File: src/whps_pkg.sv
// Shared types and constants for the weighted hash path select unit.
// Used by the controller, the datapath and the top level; no dependencies.
`timescale 1ns / 1ps

package whps_pkg;

  localparam int HASH_W      = 64;
  localparam int CNT_W       = 64;
  localparam int BYTES_W     = 16;
  localparam int WEIGHT_W    = 16;
  localparam int SUM_W       = 18;
  localparam int COUNT_W     = 3;
  localparam int SEL_W       = 3;
  localparam int ACT_W       = 2;
  localparam int STATUS_W    = 2;
  localparam int NUM_WEIGHTS = 4;

  localparam int REG_IDX_W   = 3;
  localparam int REG_DATA_W  = 16;

  // Register map
  localparam logic [REG_IDX_W-1:0] REG_ACTION_COUNT = 3'd0;
  localparam logic [REG_IDX_W-1:0] REG_WEIGHT_ZERO  = 3'd1;
  localparam logic [REG_IDX_W-1:0] REG_WEIGHT_ONE   = 3'd2;
  localparam logic [REG_IDX_W-1:0] REG_WEIGHT_TWO   = 3'd3;
  localparam logic [REG_IDX_W-1:0] REG_WEIGHT_THREE = 3'd4;

  // Result status codes
  localparam logic [STATUS_W-1:0] ST_CHOSEN = 2'd0;
  localparam logic [STATUS_W-1:0] ST_NONE   = 2'd1;
  localparam logic [STATUS_W-1:0] ST_RANGE  = 2'd2;

  // Modulo unit: hash bits retired per cycle
  localparam int BITS_PER_STEP = 4;
  localparam int DIV_STEPS     = HASH_W / BITS_PER_STEP;
  localparam int STEP_CNT_W    = $clog2(DIV_STEPS);

  typedef struct packed {
    logic load_in;   // capture the input word, start the remainder
    logic div_step;  // retire BITS_PER_STEP hash bits
    logic pick;      // resolve status and action
    logic load_out;  // update counters, fill the output register
  } cmd_t;

  typedef struct packed {
    logic need_div;  // word on the input port needs the hash modulo
  } sts_t;

endpackage

File: src/weighted_hash_path_select_unit.sv
// Weighted hash path select unit: top level joining controller and datapath.
// In hash mode with two or more weighted actions a word runs through DIVIDE
// (the modulo unit retires 4 hash bits per step), then PICK and UPDATE; otherwise
// it goes straight to PICK and UPDATE. No new word is taken before the last leaves UPDATE.
// Reset (synchronous, active high) clears the configuration registers, weights and counters.
`timescale 1ns / 1ps

module weighted_hash_path_select_unit #(
  parameter int MAX_ACTIONS = 4
) (
  input  logic                            clk,
  input  logic                            rst,
  input  logic                            wr_en,
  input  logic [whps_pkg::REG_IDX_W-1:0]  wr_index,
  input  logic [whps_pkg::REG_DATA_W-1:0] wr_data,
  input  logic                            in_valid,
  output logic                            in_ready,
  input  logic                            func,
  input  logic [whps_pkg::HASH_W-1:0]     flow_hash,
  input  logic [whps_pkg::SEL_W-1:0]      action_select,
  input  logic [whps_pkg::BYTES_W-1:0]    packet_bytes,
  output logic                            out_valid,
  input  logic                            out_ready,
  output logic [whps_pkg::STATUS_W-1:0]   status,
  output logic [whps_pkg::ACT_W-1:0]      chosen_action,
  output logic [whps_pkg::CNT_W-1:0]      packet_total,
  output logic [whps_pkg::CNT_W-1:0]      byte_total,
  output logic                            byte_overflow
);

  whps_pkg::cmd_t cmd;
  whps_pkg::sts_t sts;

  whps_ctrl u_ctrl (
    .clk       (clk),
    .rst       (rst),
    .in_valid  (in_valid),
    .in_ready  (in_ready),
    .out_valid (out_valid),
    .out_ready (out_ready),
    .sts       (sts),
    .cmd       (cmd)
  );

  whps_dp #(
    .MAX_ACTIONS (MAX_ACTIONS)
  ) u_dp (
    .clk           (clk),
    .rst           (rst),
    .wr_en         (wr_en),
    .wr_index      (wr_index),
    .wr_data       (wr_data),
    .func          (func),
    .flow_hash     (flow_hash),
    .action_select (action_select),
    .packet_bytes  (packet_bytes),
    .cmd           (cmd),
    .sts           (sts),
    .status        (status),
    .chosen_action (chosen_action),
    .packet_total  (packet_total),
    .byte_total    (byte_total),
    .byte_overflow (byte_overflow)
  );

  // one word in flight: no accept right after an accept
  a_single_word: assert property (@(posedge clk) disable iff (rst)
    in_valid && in_ready |=> !in_ready)
    else $error("input accepted while a word is in flight");

  // a word without a chosen action carries zero fields
  a_unchosen_zero: assert property (@(posedge clk) disable iff (rst)
    out_valid && status != whps_pkg::ST_CHOSEN |->
      chosen_action == '0 && packet_total == '0 && byte_total == '0 && !byte_overflow)
    else $error("nonzero fields on a word without a chosen action");

  // saturation leaves the byte total at its maximum
  a_sat_max: assert property (@(posedge clk) disable iff (rst)
    out_valid && byte_overflow |-> (&byte_total))
    else $error("byte overflow flagged without a saturated total");

endmodule

File: src/whps_ctrl.sv
// Controller state machine for the weighted hash path select unit.
// Depends on whps_pkg for the command and status structs.
`timescale 1ns / 1ps

module whps_ctrl (
  input  logic          clk,
  input  logic          rst,
  input  logic          in_valid,
  output logic          in_ready,
  output logic          out_valid,
  input  logic          out_ready,
  input  whps_pkg::sts_t sts,
  output whps_pkg::cmd_t cmd
);

  typedef enum logic [1:0] {
    IDLE,
    DIVIDE,
    PICK,
    UPDATE
  } state_t;

  state_t                           state;
  logic [whps_pkg::STEP_CNT_W-1:0]  step_cnt;
  logic                             out_free;

  assign in_ready     = (state == IDLE);
  assign out_free     = !out_valid || out_ready;
  assign cmd.load_in  = (state == IDLE) && in_valid;
  assign cmd.div_step = (state == DIVIDE);
  assign cmd.pick     = (state == PICK);
  assign cmd.load_out = (state == UPDATE) && out_free;

  always_ff @(posedge clk) begin
    if (rst) begin
      state     <= IDLE;
      step_cnt  <= '0;
      out_valid <= 1'b0;
    end else begin
      if (cmd.load_out) begin
        out_valid <= 1'b1;
      end else if (out_ready) begin
        out_valid <= 1'b0;
      end
      unique case (state)
        IDLE: begin
          step_cnt <= '0;
          if (in_valid) begin
            state <= sts.need_div ? DIVIDE : PICK;
          end
        end
        DIVIDE: begin
          step_cnt <= step_cnt + 1'b1;
          if (step_cnt == whps_pkg::STEP_CNT_W'(whps_pkg::DIV_STEPS - 1)) begin
            state <= PICK;
          end
        end
        PICK: begin
          state <= UPDATE;
        end
        UPDATE: begin
          // hold until the output register can take the word
          if (out_free) begin
            state <= IDLE;
          end
        end
        default: begin
          state <= IDLE;
        end
      endcase
    end
  end

endmodule

File: src/whps_dp.sv
// Datapath of the weighted hash path select unit: configuration registers,
// hash modulo unit, action pick, traffic counters and output register.
// Depends on whps_pkg for widths, codes and the command and status structs.
`timescale 1ns / 1ps

module whps_dp #(
  parameter int MAX_ACTIONS = 4
) (
  input  logic                               clk,
  input  logic                               rst,
  input  logic                               wr_en,
  input  logic [whps_pkg::REG_IDX_W-1:0]     wr_index,
  input  logic [whps_pkg::REG_DATA_W-1:0]    wr_data,
  input  logic                               func,
  input  logic [whps_pkg::HASH_W-1:0]        flow_hash,
  input  logic [whps_pkg::SEL_W-1:0]         action_select,
  input  logic [whps_pkg::BYTES_W-1:0]       packet_bytes,
  input  whps_pkg::cmd_t                     cmd,
  output whps_pkg::sts_t                     sts,
  output logic [whps_pkg::STATUS_W-1:0]      status,
  output logic [whps_pkg::ACT_W-1:0]         chosen_action,
  output logic [whps_pkg::CNT_W-1:0]         packet_total,
  output logic [whps_pkg::CNT_W-1:0]         byte_total,
  output logic                               byte_overflow
);

  localparam int IW = $clog2(MAX_ACTIONS);

  // configuration
  logic [whps_pkg::COUNT_W-1:0]  action_count;
  logic [whps_pkg::WEIGHT_W-1:0] weights [whps_pkg::NUM_WEIGHTS];

  // captured word and modulo state
  logic                          func_q;
  logic [whps_pkg::SEL_W-1:0]    sel_q;
  logic [whps_pkg::BYTES_W-1:0]  bytes_q;
  logic [whps_pkg::HASH_W-1:0]   dividend;
  logic [whps_pkg::SUM_W-1:0]    rem;
  logic [whps_pkg::HASH_W-1:0]   dividend_next;
  logic [whps_pkg::SUM_W-1:0]    rem_next;

  // pick result
  logic [whps_pkg::STATUS_W-1:0] pick_status;
  logic [whps_pkg::ACT_W-1:0]    pick_action;

  // counters
  logic [whps_pkg::CNT_W-1:0]    packet_counts [MAX_ACTIONS];
  logic [whps_pkg::CNT_W-1:0]    byte_counts   [MAX_ACTIONS];

  logic [whps_pkg::COUNT_W-1:0]  act_n;
  logic [whps_pkg::SUM_W-1:0]    cum [whps_pkg::NUM_WEIGHTS];
  logic [whps_pkg::SUM_W-1:0]    weight_sum;
  logic [whps_pkg::STATUS_W-1:0] status_comb;
  logic [whps_pkg::ACT_W-1:0]    action_comb;
  logic [IW-1:0]                 idx;
  logic [whps_pkg::CNT_W-1:0]    pkt_new;
  logic [whps_pkg::CNT_W:0]      byte_sum;
  logic [whps_pkg::CNT_W-1:0]    byte_new;

  // active actions and cumulative weights of the active ones
  always_comb begin
    logic [whps_pkg::SUM_W-1:0] acc;
    acc = '0;
    if (action_count > whps_pkg::COUNT_W'(MAX_ACTIONS)) begin
      act_n = whps_pkg::COUNT_W'(MAX_ACTIONS);
    end else begin
      act_n = action_count;
    end
    for (int k = 0; k < whps_pkg::NUM_WEIGHTS; k++) begin
      if (whps_pkg::COUNT_W'(k) < act_n) begin
        acc = acc + whps_pkg::SUM_W'(weights[k]);
      end
      cum[k] = acc;
    end
    weight_sum = acc;
  end

  assign sts.need_div = !func && (act_n > whps_pkg::COUNT_W'(1)) && (weight_sum != '0);

  // restoring modulo, BITS_PER_STEP dividend bits per cycle
  always_comb begin
    logic [whps_pkg::SUM_W:0]    t;
    logic [whps_pkg::SUM_W-1:0]  r;
    logic [whps_pkg::HASH_W-1:0] d;
    r = rem;
    d = dividend;
    for (int i = 0; i < whps_pkg::BITS_PER_STEP; i++) begin
      t = {r, d[whps_pkg::HASH_W-1]};
      d = {d[whps_pkg::HASH_W-2:0], 1'b0};
      if (t >= {1'b0, weight_sum}) begin
        t = t - {1'b0, weight_sum};
      end
      r = t[whps_pkg::SUM_W-1:0];
    end
    rem_next      = r;
    dividend_next = d;
  end

  // status and action from the captured word
  always_comb begin
    status_comb = whps_pkg::ST_CHOSEN;
    action_comb = '0;
    if (!func_q) begin
      if (act_n == whps_pkg::COUNT_W'(1)) begin
        action_comb = '0;
      end else if (weight_sum == '0) begin
        status_comb = whps_pkg::ST_NONE;
      end else begin
        action_comb = whps_pkg::ACT_W'(act_n - 1'b1);
        // lowest action whose cumulative weight passes the remainder wins
        for (int k = whps_pkg::NUM_WEIGHTS - 1; k >= 0; k--) begin
          if (whps_pkg::COUNT_W'(k) < act_n && rem < cum[k]) begin
            action_comb = whps_pkg::ACT_W'(k);
          end
        end
      end
    end else begin
      if (sel_q < act_n) begin
        action_comb = sel_q[whps_pkg::ACT_W-1:0];
      end else begin
        status_comb = whps_pkg::ST_RANGE;
      end
    end
  end

  assign idx      = pick_action[IW-1:0];
  assign pkt_new  = packet_counts[idx] + 1'b1;
  assign byte_sum = {1'b0, byte_counts[idx]} + (whps_pkg::CNT_W + 1)'(bytes_q);
  assign byte_new = byte_sum[whps_pkg::CNT_W] ? '1 : byte_sum[whps_pkg::CNT_W-1:0];

  // configuration registers and counters
  always_ff @(posedge clk) begin
    if (rst) begin
      action_count <= '0;
      for (int k = 0; k < whps_pkg::NUM_WEIGHTS; k++) begin
        weights[k] <= '0;
      end
      for (int k = 0; k < MAX_ACTIONS; k++) begin
        packet_counts[k] <= '0;
        byte_counts[k]   <= '0;
      end
    end else begin
      if (wr_en) begin
        unique case (wr_index)
          whps_pkg::REG_ACTION_COUNT: action_count <= wr_data[whps_pkg::COUNT_W-1:0];
          whps_pkg::REG_WEIGHT_ZERO:  weights[0]   <= wr_data;
          whps_pkg::REG_WEIGHT_ONE:   weights[1]   <= wr_data;
          whps_pkg::REG_WEIGHT_TWO:   weights[2]   <= wr_data;
          whps_pkg::REG_WEIGHT_THREE: weights[3]   <= wr_data;
          default: begin
          end
        endcase
      end
      if (cmd.load_out && pick_status == whps_pkg::ST_CHOSEN) begin
        packet_counts[idx] <= pkt_new;
        byte_counts[idx]   <= byte_new;
      end
    end
  end

  // captured word, modulo, pick and output register
  always_ff @(posedge clk) begin
    if (cmd.load_in) begin
      func_q   <= func;
      sel_q    <= action_select;
      bytes_q  <= packet_bytes;
      dividend <= flow_hash;
      rem      <= '0;
    end else if (cmd.div_step) begin
      dividend <= dividend_next;
      rem      <= rem_next;
    end
    if (cmd.pick) begin
      pick_status <= status_comb;
      pick_action <= action_comb;
    end
    if (cmd.load_out) begin
      status <= pick_status;
      if (pick_status == whps_pkg::ST_CHOSEN) begin
        chosen_action <= pick_action;
        packet_total  <= pkt_new;
        byte_total    <= byte_new;
        byte_overflow <= byte_sum[whps_pkg::CNT_W];
      end else begin
        chosen_action <= '0;
        packet_total  <= '0;
        byte_total    <= '0;
        byte_overflow <= 1'b0;
      end
    end
  end

endmodule
File: config.mk
export PLATFORM = sky130hd
export DESIGN_NAME = weighted_hash_path_select_unit
export DESIGN_NICKNAME = d
export VERILOG_FILES = /design/src/whps_pkg.sv /design/src/weighted_hash_path_select_unit.sv /design/src/whps_ctrl.sv /design/src/whps_dp.sv
export SDC_FILE = /design/constraint.sdc
export NUM_CORES = 2
export LEC_CHECK = 0
export BUFFER_PORTS_ARGS = -buffer_cell sky130_fd_sc_hd__buf_2
export CAP_MARGIN = 25
export CORE_MARGIN = 1
export CORE_UTILIZATION = 40
export CTS_CLUSTER_DIAMETER = 120
export DETAILED_ROUTE_END_ITERATION = 12
export PLACE_DENSITY_LB_ADDON = 0.2
export RECOVER_POWER = 100
export SLEW_MARGIN = 20
export SYNTH_ARGS = -nofsm -noshare
export SYNTH_HDL_FRONTEND = slang
export SYNTH_HIERARCHICAL = 1
export SYNTH_SLANG_ARGS = --single-unit
File: constraint.sdc
create_clock -name clk -period 22.6 [get_ports clk]
set_input_delay 0 -clock clk [delete_from_list [all_inputs] [get_ports clk]]
set_output_delay 0 -clock clk [all_outputs]
set_load 0.03 [all_outputs]
* Yosys cells after proc, flatten, opt, wreduce, memory -nomap -nowiden
Memory sizes are Yosys's and may differ from the RTL's. A register that Yosys moved wholly into a read port is not among the register bits.
Index checks and enable logic that the tools add are counted.
W data, S select, Z words.
** Operators by class
- Add/subtract/negate cells :: 11
- $lt $le $gt $ge :: 15
- Equality and inequality tests :: 12
- Multiplexer cells :: 65
- Bitwise operators :: 4
- Reduce and logical (&&, ||, !) cells :: 24
** Operators by type and width (count)
- $mux W64 :: 5
- $reduce_or A64 Y1 :: 2
- $mux W18 :: 7
- $mux W16 :: 5
- $ge A19 B18 Y1 :: 4
- $sub A18 B18 Y18 :: 4
- $add A64 B16 Y65 :: 1
- $add A64 B1 Y64 const B :: 1
- $lt A18 B18 Y1 :: 3
- $mux W2 :: 19
- $add A18 B16 Y18 :: 2
- $mux W1 :: 26
- $logic_not A18 Y1 :: 1
- $lt A18 B16 Y1 :: 1
- $reduce_bool A18 Y1 :: 1
- $add A16 B16 Y17 :: 1
- $logic_and A1 B1 Y1 :: 9
- $pmux W2 S4 :: 1
- $pmux W4 S2 :: 1
- $eq A3 B1 Y1 const B :: 2
- $eq A3 B2 Y1 const B :: 2
- $lt A1 B3 Y1 const A :: 2
- $lt A2 B3 Y1 const A :: 2
- $reduce_bool A2 Y1 :: 3
- other kinds (19) :: 26
** Word-level totals
- Register bits after elaboration :: 249
- Bits in writable memories :: 576
- Bits of input ports :: 108
- Memories kept :: 3
** Memory list
- u_dp.byte_counts :: words 4, bits a word 64, read ports 1, clocked after Yosys merged registers in 1, wr ports 4, line whps_dp.sv:48 : logic [whps_pkg::CNT_W-1:0] byte_counts [MAX_ACTIONS];
- u_dp.packet_counts :: words 4, bits a word 64, read ports 1, clocked after Yosys merged registers in 1, wr ports 4, line whps_dp.sv:47 : logic [whps_pkg::CNT_W-1:0] packet_counts [MAX_ACTIONS];
- u_dp.weights :: words 4, bits a word 16, read ports 4, clocked after Yosys merged registers in 0, wr ports 4, line whps_dp.sv:31 : logic [whps_pkg::WEIGHT_W-1:0] weights [whps_pkg::NUM_WEIGHTS];

* Logic depth before layout (Yosys ltp)
- Depth in word-level cells :: 20
- Gate-level depth with buffers :: 108
- Depth with buffers taken out :: 99

* Modules after synthesis
The synthesis kept the hierarchy.
** Modules (own cells, without submodules)
- whps_dp :: instances 1, cells each 3712, area an instance 43656.9 um^2, sequential area each 24393.4 um^2
- whps_ctrl :: instances 1, cells each 49, area an instance 426.7 um^2, sequential area each 140.1 um^2

* Worst setup path before layout
Ideal clock, no wire load.
- Kind :: register to register
- Start point :: register u_dp/action_count[2] (netlist bit)
- End point :: register u_dp/rem[13] (netlist bit)
- Arrival time :: 18.213 ns
- Data required time :: 22.478 ns
- Slack :: 4.265 ns
- Cell stages (with the launch flop) :: 106
- Period minus slack after synthesis :: 18.335 ns
- Cell sequence :: dfxtp_1 buf_6 or3_1 buf_4 and2_1 ha_1 ha_1 o311ai_0 o211ai_1 maj3_1 a32oi_1 xor2_1 nand2_1 nand2_1 nand2_1 o31ai_1 ha_1 o21a_1 [... 70 more ...] o21ai_0 a21oi_1 o21ai_0 a21oi_1 o21bai_1 a21oi_1 o21bai_1 a21oi_1 o21bai_1 a21oi_1 o21bai_1 o221ai_1 a211oi_1 a221o_1 buf_6 buf_4 a21oi_1 a311o_1
** Between the ends
- Word-level cells in the longest chain between the ends :: 18
- Elaborated cells between the ends (all ways) :: 25
- Classes of those cells :: add/sub: 7; order compare: 9; mux: 9
** Ends and longest elaborated chain
- start, declared :: line whps_dp.sv:30 : logic [whps_pkg::COUNT_W-1:0] action_count;
- start signal, assigned :: line whps_dp.sv:145 : whps_pkg::REG_ACTION_COUNT: action_count <= wr_data[whps_pkg::COUNT_W-1:0];
- $gt A3 B3 Y1 :: line whps_dp.sv:64 : if (action_count > whps_pkg::COUNT_W'(MAX_ACTIONS)) begin
- $mux W3 (*) :: line whps_dp.sv:64
- $lt A1 B3 Y1 :: line whps_dp.sv:70 : if (whps_pkg::COUNT_W'(k) < act_n) begin
- $mux W16 :: line whps_dp.sv:70
- $add A16 B16 Y17 :: line whps_dp.sv:71 : acc = acc + whps_pkg::SUM_W'(weights[k]);
- $mux W18 :: line whps_dp.sv:70
- $add A18 B16 Y18 :: line whps_dp.sv:71
- $mux W18 :: line whps_dp.sv:70
- [... 2 more ...]
- $sub A18 B18 Y18 / $ge A19 B18 Y1 (equally long branches) :: line whps_dp.sv:91, whps_dp.sv:90
- $mux W18 :: line whps_dp.sv:90 : if (t >= {1'b0, weight_sum}) begin
- $sub A18 B18 Y18 / $ge A19 B18 Y1 (equally long branches) :: line whps_dp.sv:91, whps_dp.sv:90
- $mux W18 :: line whps_dp.sv:90
- $sub A18 B18 Y18 / $ge A19 B18 Y1 (equally long branches) :: line whps_dp.sv:91, whps_dp.sv:90
- $mux W18 :: line whps_dp.sv:90
- $sub A18 B18 Y18 / $ge A19 B18 Y1 (equally long branches) :: line whps_dp.sv:91, whps_dp.sv:90
- $mux W18 (*) :: line whps_dp.sv:90
- end signal, assigned :: line whps_dp.sv:171 : rem <= rem_next;
- end, declared :: line whps_dp.sv:38 : logic [whps_pkg::SUM_W-1:0] rem;
Mark *: on every way between the ends. The rest lies on a longest branch, timed or not.
A chain may end at the register's enable or synchronous reset.

* Worst setup path in the final report
- Start point :: register u_dp/action_count[0] (netlist bit)
- End point :: register u_dp/rem[0] (netlist bit)
** Between the ends
- Word-level cells in the longest chain between the ends :: 18
- Elaborated cells between the ends (all ways) :: 25
- Classes of those cells :: add/sub: 7; order compare: 9; mux: 9
** Ends and longest elaborated chain (line)
- $gt A3 B3 Y1 :: whps_dp.sv:64
- $mux W3 (*) :: whps_dp.sv:64
- $lt A1 B3 Y1 :: whps_dp.sv:70
- $mux W16 :: whps_dp.sv:70
- $add A16 B16 Y17 :: whps_dp.sv:71
- $mux W18 :: whps_dp.sv:70
- $add A18 B16 Y18 :: whps_dp.sv:71
- $mux W18 :: whps_dp.sv:70
- [... 2 more ...]
- $sub A18 B18 Y18 / $ge A19 B18 Y1 (equally long branches) :: whps_dp.sv:91, whps_dp.sv:90
- $mux W18 :: whps_dp.sv:90
- $sub A18 B18 Y18 / $ge A19 B18 Y1 (equally long branches) :: whps_dp.sv:91, whps_dp.sv:90
- $mux W18 :: whps_dp.sv:90
- $sub A18 B18 Y18 / $ge A19 B18 Y1 (equally long branches) :: whps_dp.sv:91, whps_dp.sv:90
- $mux W18 :: whps_dp.sv:90
- $ge A19 B18 Y1 :: whps_dp.sv:90
- $mux W18 (*) :: whps_dp.sv:90
Marked as above.

==> impl_metrics.yaml <==
status:
  status: "finished, violations left"
  violations: "capacitance limit, slew limit"
detailed_routing:
  drcViolationCount: 0
  viasPerCell: 5.403
  drtIter0Drc: 2032
  wl_per_cell_um: 20.92
  dr.pass1.iters: 6
  wl_met1_mm: 52.22
  route.met3.wl_mm: 5.750
  drt_wl_total_mm: 117.0
  dr_wl_met2_mm: 56.46
  route.vias.total: 30227
  topRoutingLayerUsed: "met4"
  drtAntennaViolNets: 0
setup_path:
  cp-startpoint: "u_dp/action_count[0]"
  r2r-end: "u_dp/rem[0]"
  start_kind: "flop"
  reg2reg_slack_ns: 1.97
  reg2regPathDepth: 95
  cp-end-kind: "flop"
  crit_arrival_ns: 21.22
  crit_type: "reg2reg"
  cpPeakStageDelay_ns: 0.70
  crit_fanout: 22
  critPathCapture: "u_dp/rem[0]"
  crit_slowest_cell: "or4_1"
  r2r-start: "u_dp/action_count[0]"
  timing.critical_path.required_ns: 23.19
yosys:
  synthCells: 3761
  synthFlopType: "edfxtp_1"
  syn_area_um2: 44080
  yosysUniqueCellTypes: 103
  yosys.area.top_type_share_pct: 54.29
  synth_top_area_cell: "edfxtp_1"
  synth_commonest_cells: "nor2_1, edfxtp_1, nand2_1"
  synth_nets: 4049
  async_flop_share_pct: 0
  ys_ff_latch: 827
  yosysWarningCount: 6
  synth.most_common_cell: "nor2_1"
  ys_seq_area_share_pct: 55.65
  ys_top_cells_by_area: "edfxtp_1, nor2_1, mux4_2"
  syn_avg_cell_area_um2: 11.72
  synth_edf_count: 797
worst_hold_path:
  hold_path_class: "in2reg"
clocking:
  numCtsBuffers: 95
  clock_path_buffers: 3
  cts_max_level: 3
  root_buffer: "clkbuf_16"
  path_clk_slew_ns: 0.06
  cts_tree: "built"
  cts_sinks: 827
  worstSkewPairLatency_ns: 0.70
grt:
  antenna_found_initial: 1
  grt_start_max_net_pins: 134
  grt_usage_pct: 20.88
  overflow: 0
  grt_pass1_wl_mm: 178.4
  grt_pass1_vias: 30029
placement:
  gp_congestion: 0.8959
  port_buffers: 242
  dp_hpwl_mm: 75.28
  dpl.cell_count: 5287
  pre_cts_slack_ns: 1.563
floorplan:
  row_count: 121
  die_w_um: 334.0
  die-area_um2: 111500
  fp.dieH_um: 334.0
  initial_utilization_pct: 40.44
  core_um2: 109000
  io_pins: 243
sta:
  finalMaxSlewViolations: 1104
  fmax_mhz: 48.47
  worstMarginPinSlew_ns: 8.087
  slew_headroom_pct: -439.2
  setup_tns_ns: 0
  post-route-period-util_pct: 91.29
  hold_viol_final: 0
  finalSetupViolCount: 0
  setup_ws_ns: 1.968
  final.setup_skew_ns: 0.03479
  fin_crit_ns: 20.63
cells_and_area:
  drive_gt1_share_pct: 12.30
  area_growth_pct: 15.49
  regArea_um2: 24540
  fin_cells: 5594
  diodes: 0
  multi_input_area_um2: 18330
  fillers: 10095
  nets: 4389
run:
  maxCapViolCount: 21
-- per-layer routing --
layer / vias to the layer above / global-route usage (%)
li1: 14333 / -
met1: 14972 / 28.19
met2: 774 / 35.17
met3: 148 / 2.795
met4: 0 / 5.807
met5: - / 0
-- cell type report --
class,count,area share [%]
flip-flops and latches,827,48.20
multi-input cells,2620,36.00
repair buffers,420,5.163
clock buffers,116,4.908
well taps,1414,3.475
clock inverters,60,1.244
inverters,137,1.010
-- critical path, delay by kind of cell (launching register included) --
kind	cells	cell delay, ns
flops	1	0.61
xor+xnor	3	0.36
compound gates	55	11.10
buf+inv	5	0.37
fa+ha+maj	9	3.06
mux	3	1.10
simple gates	20	3.92
-- state kept, by name (all words and copies together) (netlist names), named ones only --
signal,flops
u_ctrl/out_valid,1
u_ctrl/state,2
u_ctrl/step_cnt,4
u_dp/action_count,3
u_dp/byte_counts,256
u_dp/byte_overflow,1
u_dp/byte_total,64
u_dp/bytes_q,16
u_dp/chosen_action,2
u_dp/dividend,64
u_dp/func_q,1
u_dp/idx,2
u_dp/packet_counts,256
u_dp/packet_total,64
u_dp/pick_status,2
u_dp/rem,18
u_dp/sel_q,3
u_dp/status,2
u_dp/weights,64
-- worst min path at each step --
stage / start / end / slack [ns] / cells after the start
2_1_floorplan: packet_bytes[0] / u_dp/bytes_q[0] / 0.1 / 0
3_3_place_gp: packet_bytes[11] / u_dp/bytes_q[11] / 0.18 / 1
3_5_place_dp: packet_bytes[3] / u_dp/bytes_q[3] / 0.18 / 1
4_1_cts: packet_bytes[2] / u_dp/bytes_q[2] / 0.008 / 2
5_1_grt: packet_bytes[2] / u_dp/bytes_q[2] / 0.05 / 2
6_report: packet_bytes[2] / u_dp/bytes_q[2] / 0.05 / 2
-- layout by cell type, fill, tap and decap left out, drive strengths merged, types with 24 or more instances in the layout --
master,count
xnor2,120
nand2,215
buf,130
dlygate4sd3,122
mux2,77
o21a,32
a21oi,155
ha,173
a21o,47
edfxtp,797
dfxtp,30
nor3,36
mux2i,24
xor2,94
o21ai,101
clkinv,45
nor2,836
and2,115
nor2b,36
nand3,56
inv,138
nand2b,35
mux4,127
and3,39
clkbuf,284
-- metrics by stage --
stage          util (%)  instance area [um2]  hold slack (ns)
3_3_place_gp      42.94                46810           0.1810
6_report          46.71                50910          0.04545
4_1_cts           46.94                51160         0.007609
2_1_floorplan         -                44080          0.09887
3_5_place_dp      42.94                46810           0.1781
5_1_grt           46.71                50910          0.05390
-- cell families (layout without fill, tap and decap cells) --
kind of cell / Yosys count / in the layout / share of synthesized area [%]
simple gates: 1459 / 1459 / 14.71
flops: 827 / 827 / 55.65
fa+ha+maj: 190 / 190 / 5.458
buf+inv: 314 / 733 / 2.810
mux: 228 / 228 / 9.017
xor+xnor: 214 / 214 / 4.252
compound gates: 529 / 529 / 8.103
-- timing repair --
action / in CTS / in global routing
buffers inserted: 0 / 7
hold endpoints to repair: 205 / 0
hold buffers: 122 / 0
endpoints found under the setup margin: 0 / 18
gates resized for setup: 0 / 2
Power is left out: the tool's default activity adds up to more than one toggle a clock period on the data nets, which glitch-free logic cannot reach.
